$ cat config.mk
export PLATFORM = sky130hd
export DESIGN_NAME = bitonic_sort_network
export DESIGN_NICKNAME = d
export VERILOG_FILES = /design/src/hdl/bsn_pkg.sv /design/src/hdl/bsn_ram.sv /design/src/hdl/bitonic_sort_network.sv
export SDC_FILE = /design/constraint.sdc
export NUM_CORES = 1
export LEC_CHECK = 0
export ABC_CLOCK_PERIOD_IN_PS = 6230
export BUFFER_PORTS_ARGS = -buffer_cell sky130_fd_sc_hd__buf_2
export CAP_MARGIN = 0
export CELL_PAD_IN_SITES_DETAIL_PLACEMENT = 2
export CELL_PAD_IN_SITES_GLOBAL_PLACEMENT = 2
export CORE_ASPECT_RATIO = 0.8
export CORE_MARGIN = 2
export CORE_UTILIZATION = 43
export DETAILED_ROUTE_END_ITERATION = 6
export PLACE_DENSITY_LB_ADDON = 0.2
export SYNTH_ARGS = -nofsm -noshare
export SYNTH_HDL_FRONTEND = slang
export SYNTH_HIERARCHICAL = 1
export SYNTH_SLANG_ARGS = --single-unit
$ cat constraint.sdc
create_clock -name clk -period 6.23 [get_ports clk]
set_input_delay 0.3115 -clock clk [delete_from_list [all_inputs] [get_ports clk]]
set_output_delay 0.3115 -clock clk [all_outputs]
set_load 0.02 [all_outputs]
$ cat src/hdl/bsn_pkg.sv
// Package for the bitonic sort network: word width, default batch size
// and the sequencer state type. No dependencies.
package bsn_pkg;

	localparam int WORD_W         = 32;
	localparam int DEF_BATCH_SIZE = 16;

	typedef enum logic [2:0] {
		ST_IDLE,
		ST_RD_A,
		ST_RD_B,
		ST_CMP,
		ST_WR_B,
		ST_EMIT
	} state_t;

endpackage

$ cat src/hdl/bsn_ram.sv
// Generic single-port-write, single-port-read RAM with registered read data.
// No dependencies.
module bsn_ram #(
	parameter int WIDTH = 32,
	parameter int DEPTH = 16
) (
	input  logic                     clk,
	input  logic                     we,
	input  logic [$clog2(DEPTH)-1:0] waddr,
	input  logic [WIDTH-1:0]         wdata,
	input  logic [$clog2(DEPTH)-1:0] raddr,
	output logic [WIDTH-1:0]         rdata
);

	logic [WIDTH-1:0] mem [DEPTH];

	always_ff @(posedge clk) begin
		if (we) begin
			mem[waddr] <= wdata;
		end
		rdata <= mem[raddr];
	end

endmodule

$ cat src/hdl/bitonic_sort_network.sv
// Bitonic sort network: loads a batch into a RAM, sorts it in place with one
// shared compare-exchange unit, then streams it out. Uses bsn_pkg and bsn_ram.
//
//  channel   signals                    handshake
//  ------    -------------------------  -----------------------------------
//  input     value                      taken when start is high, busy low
//  result    sorted_value, last_flag    valid for one cycle while strobe high
//
// Loading takes one word per cycle while start is high. The N-th word starts the
// sort: N/2 * log2(N)*(log2(N)+1)/2 compare-exchanges, each via the single RAM
// read port in ST_RD_A, ST_RD_B and ST_CMP, plus ST_WR_B for the second write
// on a swap. Emission reads N words, one per cycle, each shown in the cycle after
// its read. busy is high from the sort through the last read; reset drops a
// partial batch. The receiver cannot stall; results come out back to back.
module bitonic_sort_network #(
	parameter int BATCH_SIZE = bsn_pkg::DEF_BATCH_SIZE
) (
	input  logic                       clk,
	input  logic                       arst_n,
	input  logic                       start,
	output logic                       busy,
	input  logic [bsn_pkg::WORD_W-1:0] value,
	output logic                       strobe,
	output logic [bsn_pkg::WORD_W-1:0] sorted_value,
	output logic                       last_flag
);

	localparam int AW    = $clog2(BATCH_SIZE);
	localparam int LOG2N = AW;
	localparam int KW    = $clog2(LOG2N + 1);
	localparam int JW    = (LOG2N > 1) ? $clog2(LOG2N) : 1;

	localparam logic [AW-1:0] LAST_IDX  = AW'(BATCH_SIZE - 1);
	localparam logic [AW-1:0] LAST_PAIR = AW'(BATCH_SIZE / 2 - 1);
	localparam logic [KW-1:0] LAST_K    = KW'(LOG2N);

	bsn_pkg::state_t state_q, state_d;

	logic [AW-1:0] load_q;
	logic [AW-1:0] pair_q;
	logic [AW-1:0] emit_q;
	logic [KW-1:0] kexp_q;
	logic [JW-1:0] jexp_q;
	logic [bsn_pkg::WORD_W-1:0] x_q;
	logic          strobe_s1;
	logic          last_s1;

	logic                       ram_we;
	logic [AW-1:0]              ram_waddr;
	logic [bsn_pkg::WORD_W-1:0] ram_wdata;
	logic [AW-1:0]              ram_raddr;
	logic [bsn_pkg::WORD_W-1:0] ram_rdata;

	logic [AW-1:0] pair_dist;
	logic [AW-1:0] low_mask;
	logic [AW-1:0] lo_idx;
	logic [AW-1:0] hi_idx;
	logic [AW:0]   lo_wide;
	logic          descending;
	logic          swap;
	logic          pass_done;

	bsn_ram #(
		.WIDTH(bsn_pkg::WORD_W),
		.DEPTH(BATCH_SIZE)
	) u_store (
		.clk  (clk),
		.we   (ram_we),
		.waddr(ram_waddr),
		.wdata(ram_wdata),
		.raddr(ram_raddr),
		.rdata(ram_rdata)
	);

	// The pair counter gets a zero bit inserted at the distance bit, which
	// yields the lower index of every pair whose partner lies above it.
	always_comb begin
		pair_dist  = AW'(1) << jexp_q;
		low_mask   = pair_dist - AW'(1);
		lo_idx     = AW'(((pair_q & ~low_mask) << 1) | (pair_q & low_mask));
		hi_idx     = lo_idx ^ pair_dist;
		lo_wide    = {1'b0, lo_idx};
		descending = lo_wide[kexp_q];
		swap       = descending ? (x_q < ram_rdata) : (x_q > ram_rdata);
		pass_done  = (pair_q == LAST_PAIR) && (jexp_q == '0) && (kexp_q == LAST_K);
	end

	always_comb begin
		state_d   = state_q;
		ram_we    = 1'b0;
		ram_waddr = load_q;
		ram_wdata = value;
		ram_raddr = lo_idx;
		unique case (state_q)
			bsn_pkg::ST_IDLE: begin
				if (start) begin
					ram_we = 1'b1;
					if (load_q == LAST_IDX) begin
						state_d = bsn_pkg::ST_RD_A;
					end
				end
			end
			bsn_pkg::ST_RD_A: begin
				ram_raddr = lo_idx;
				state_d   = bsn_pkg::ST_RD_B;
			end
			bsn_pkg::ST_RD_B: begin
				ram_raddr = hi_idx;
				state_d   = bsn_pkg::ST_CMP;
			end
			bsn_pkg::ST_CMP: begin
				if (swap) begin
					ram_we    = 1'b1;
					ram_waddr = lo_idx;
					ram_wdata = ram_rdata;
					state_d   = bsn_pkg::ST_WR_B;
				end else if (pass_done) begin
					state_d = bsn_pkg::ST_EMIT;
				end else begin
					state_d = bsn_pkg::ST_RD_A;
				end
			end
			bsn_pkg::ST_WR_B: begin
				ram_we    = 1'b1;
				ram_waddr = hi_idx;
				ram_wdata = x_q;
				state_d   = pass_done ? bsn_pkg::ST_EMIT : bsn_pkg::ST_RD_A;
			end
			bsn_pkg::ST_EMIT: begin
				ram_raddr = emit_q;
				if (emit_q == LAST_IDX) begin
					state_d = bsn_pkg::ST_IDLE;
				end
			end
			default: begin
				state_d = bsn_pkg::ST_IDLE;
			end
		endcase
	end

	always_ff @(posedge clk or negedge arst_n) begin
		if (!arst_n) begin
			state_q <= bsn_pkg::ST_IDLE;
		end else begin
			state_q <= state_d;
		end
	end

	// Load, schedule and emit counters, and the registered strobe and last flag.
	always_ff @(posedge clk or negedge arst_n) begin
		if (!arst_n) begin
			load_q    <= '0;
			pair_q    <= '0;
			emit_q    <= '0;
			kexp_q    <= KW'(1);
			jexp_q    <= '0;
			strobe_s1 <= 1'b0;
			last_s1   <= 1'b0;
		end else begin
			strobe_s1 <= (state_q == bsn_pkg::ST_EMIT);
			last_s1   <= (state_q == bsn_pkg::ST_EMIT) && (emit_q == LAST_IDX);
			if (state_q == bsn_pkg::ST_IDLE && start) begin
				load_q <= (load_q == LAST_IDX) ? '0 : load_q + AW'(1);
				pair_q <= '0;
				emit_q <= '0;
				kexp_q <= KW'(1);
				jexp_q <= '0;
			end
			// The exchange of the current pair finishes here: step the schedule.
			if ((state_q == bsn_pkg::ST_CMP && !swap) || state_q == bsn_pkg::ST_WR_B) begin
				if (pair_q != LAST_PAIR) begin
					pair_q <= pair_q + AW'(1);
				end else begin
					pair_q <= '0;
					if (jexp_q != '0) begin
						jexp_q <= jexp_q - JW'(1);
					end else if (kexp_q != LAST_K) begin
						jexp_q <= JW'(kexp_q);
						kexp_q <= kexp_q + KW'(1);
					end
				end
			end
			if (state_q == bsn_pkg::ST_EMIT) begin
				emit_q <= emit_q + AW'(1);
			end
		end
	end

	always_ff @(posedge clk) begin
		if (state_q == bsn_pkg::ST_RD_B) begin
			x_q <= ram_rdata;
		end
	end

	assign busy         = (state_q != bsn_pkg::ST_IDLE);
	assign strobe       = strobe_s1;
	assign last_flag    = last_s1;
	assign sorted_value = ram_rdata;

endmodule

==> results.py <==
metrics = {
    "status": {
        "status": "finished, final reports clean",
    },
    "critical_path": {
        "path_buf_inv": 3,
        "path_common_cell": "buf_4",
        "r2r-start": "u_store/rdata[29]",
        "cp_cell_sequence": "inv_1, ha_1, nand4_1, nor4_1, o31a_1, o211ai_2, a21boi_4, buf_4, or2_1, mux2_1, nand2b_1, nor2_4, buf_4",
        "critPathLaunchType": "register",
        "critical_path.endpoint_type": "register",
        "slowest_stage": "nor4_1",
        "critPathLaunch": "u_store/rdata[29]",
        "crit_path_max_fanout": 26,
        "cp.arrival_ns": 5.99,
        "path_class": "register to register",
        "cpPeakStageDelay_ns": 0.98,
        "crit_family": "simple AND/OR/NAND/NOR gates",
        "cp.required_ns": 6.48,
    },
    "global_route": {
        "grt_antenna_before_repair": 2,
        "overflow": 0,
        "grt_pass1_vias": 14150,
        "grt_max_degree": 42,
        "grt_usage_pct": 24.75,
        "grt_pass1_wl_mm": 100.9,
    },
    "timing": {
        "tightest_slew_ns": 1.263,
        "relSlewSlack_pct": 15.26,
        "post-route-min-period_ns": 5.743,
        "setup_tns_ns": 0,
        "min_period_over_period_pct": 92.18,
        "setup_viol_count_final": 0,
        "fmax_mhz": 174.1,
        "finalMaxSlewViolations": 0,
        "clock_skew_ns": 0.03267,
        "hold_viol": 0,
        "rsz0062_at_grt": "false",
    },
    "die": {
        "die_y_um": 213.7,
        "die-width_um": 266.1,
        "initial_core_util_pct": 43.68,
        "rows": 76,
        "io_pins": 70,
        "die-area_um2": 56870,
        "coreArea_um2": 54110,
    },
    "routing": {
        "num_vias": 12940,
        "drt_wl_total_mm": 68.43,
        "vias_per_cell": 6.076,
        "drtPass1Iterations": 5,
        "antenna_left": 0,
        "drt-wirelength-per-cell_um": 32.13,
        "drtIter0Drc": 1376,
        "drc_errors": 0,
    },
    "cts": {
        "postCtsSetupBuffers": 0,
        "cts_resized": 0,
        "cts-root-buf": "clkbuf_16",
        "ctsHtreeMaxLevel": 2,
        "clk_latency_ns": 0.64,
        "ctsLongestPathBuffers": 3,
        "clk_pin_slew_ns": 0.06,
        "cts_made_buffers": 60,
        "cts_num_sinks": 598,
        "cts_tree": "done",
    },
    "cells_and_area": {
        "n_antenna_cell": 0,
        "final_nets": 1449,
        "regArea_um2": 17530,
        "multi_input_area_um2": 5749,
        "drive_above_1_share_pct": 26.19,
        "nFillCells": 4744,
        "final_core_util_pct": 50.26,
        "stdcell_count": 2130,
        "fin_area_um2": 27190,
        "syn_to_final_growth_pct": 15.05,
    },
    "pwr": {
        "swShare_pct": 35.06,
        "power_uw": 14790,
        "powerDensity_nw_per_um2": 543.9,
        "combinationalPowerShare_pct": 34.7,
        "p_int_uw": 9606,
        "clock_power_share_pct": 25.0,
        "p_leak_uw": 0.009056,
        "seq_power_share_pct": 40.3,
        "peakVddDrop_mv": 0.3031,
        "p_sw_uw": 5186,
    },
    "yosys": {
        "syn-num-nets": 1331,
        "synth_enable_flop_cells": 544,
        "syn_inst": 1259,
        "syn_area_um2": 23640,
        "ys_warn_count": 6,
        "ys_types": 57,
        "avgSynthCellArea_um2": 18.77,
        "synth_seq_cells": 598,
        "ys_seq_area_share_pct": 74.16,
        "synthArstFlopShare_pct": 3.679,
        "synth-main-ff-cell": "edfxtp_1",
    },
    "min_path": {
        "holdCritPathClass": "input pin to async pin",
    },
    "placement": {
        "place.port_buffers": 69,
        "hpwlAfterDp_mm": 40.50,
        "place.gp.congestion": 0.7457,
        "placed_cells": 2014,
        "post_dp_cell_area_um2": 25180,
    },
    "job": {
        "drv_cap": 0,
    },
}
## worst paths after layout
check,end,slack (ns),depth (start not counted)
max,u_store/mem[6][28],0.49,13
max in group asynchronous,kexp_q[0],5.62,2
min in group clk,kexp_q[0],0.25,4
min reg2reg,x_q[11],0.46,0
min,load_q[2],0.23,2
max reg2reg,u_store/mem[6][28],0.49,13
## kinds of logic after synthesis
group                    synth area share [%]
flip-flops                              74.16
AND/OR/NAND/NOR                         3.568
buffers and inverters                   2.282
XOR/XNOR                              0.07412
adder cells (fa/ha/maj)                 1.959
multiplexers                            12.38
AO/OA/AOI/OAI                           5.580
## synth_stat cells, types with 3 or more instances
cell type | n | area, um2
o21ai_1 | 10 | 50.05
nor2_1 | 47 | 176.4
a22oi_1 | 81 | 608.1
nand2_1 | 58 | 217.7
o31ai_1 | 4 | 30.03
dfrtp_1 | 21 | 525.5
inv_1 | 56 | 210.2
o21ai_0 | 20 | 100.1
nand3b_1 | 5 | 37.54
ha_1 | 37 | 462.9
a21oi_1 | 16 | 80.08
nand2b_1 | 3 | 18.77
a31oi_1 | 5 | 31.28
nor3b_1 | 4 | 30.03
o211ai_1 | 7 | 52.55
nor2b_1 | 5 | 31.28
a21o_1 | 5 | 37.54
nand3_1 | 14 | 70.07
dfxtp_1 | 32 | 640.6
o41ai_1 | 3 | 26.28
nand4_1 | 8 | 50.05
a211oi_1 | 19 | 142.6
clkbuf_1 | 35 | 131.4
buf_2 | 8 | 40.04
buf_1 | 10 | 37.54
and2_1 | 3 | 18.77
mux4_2 | 128 | 2883
buf_4 | 13 | 97.59
nor4_1 | 3 | 18.77
mux2_1 | 3 | 33.78
nor3_1 | 22 | 110.1
edfxtp_1 | 544 | 16340
## per-layer routing
metal  global-route usage, %  wire length, um  vias up
met5                       0                0        -
met4                   5.909             1407        0
met3                   3.870             3757       94
met2                   40.45            32960      387
met1                   35.37            30310     7104
li1                        -                -     5357
## what timing repair did
item | 4_1_cts | 5_1_grt
hold buffers | 1 | 0
endpoints found under the hold margin | 21 | 0
endpoints found under the setup margin | 0 | 0
## layout make-up
cell class                      count  area share, %
Multi-Input combinational cell    537          21.14
Sequential cell                   598          64.45
Tap cell                          702          3.230
Clock inverter                     25         0.9570
Clock buffer                       88          6.358
Timing Repair Buffer              124          3.087
Inverter                           56         0.7729
## cell usage in the layout, fill, tap and decap left out, types with 21 or more instances in the layout
cell type / instances
dfxtp_1: 32
nand2_1: 58
dfrtp_1: 21
mux4_2: 128
buf_4: 47
nor2_1: 34
clkbuf_16: 62
buf_2: 69
a22oi_1: 81
inv_1: 56
ha_1: 37
edfxtp_1: 544
## flip-flops by register name, indices dropped and copies added (netlist names)
| register | count |
|---|---|
| strobe | 1 |
| jexp_q | 2 |
| kexp_q | 3 |
| state_q | 3 |
| u_store/rdata | 32 |
| emit_q | 4 |
| u_store/mem | 512 |
| load_q | 4 |
| pair_q | 4 |
| x_q | 32 |
| last_flag | 1 |
## power by group through the flow
stage | combinational [uW] | sequential, uW | clock (uW)
after detailed placement | 5150 | 6030 | 0
after global placement | 4910 | 5960 | 0
after global routing | 5530 | 6010 | 3920
after CTS | 5200 | 5960 | 3770
final | 5130 | 5950 | 3700
after floorplan | 3110 | 6030 | 0
## stage by stage
step	setup WS (ns)	hold slack (ns)
after floorplan	0.1635	0.01591
after global placement	0.7328	0.3244
after detailed placement	0.4100	0.3329
after CTS	0.3291	0.2175
after global routing	0.2264	0.2647
final	0.4870	0.2317
(Power assumes the default switching activity.)
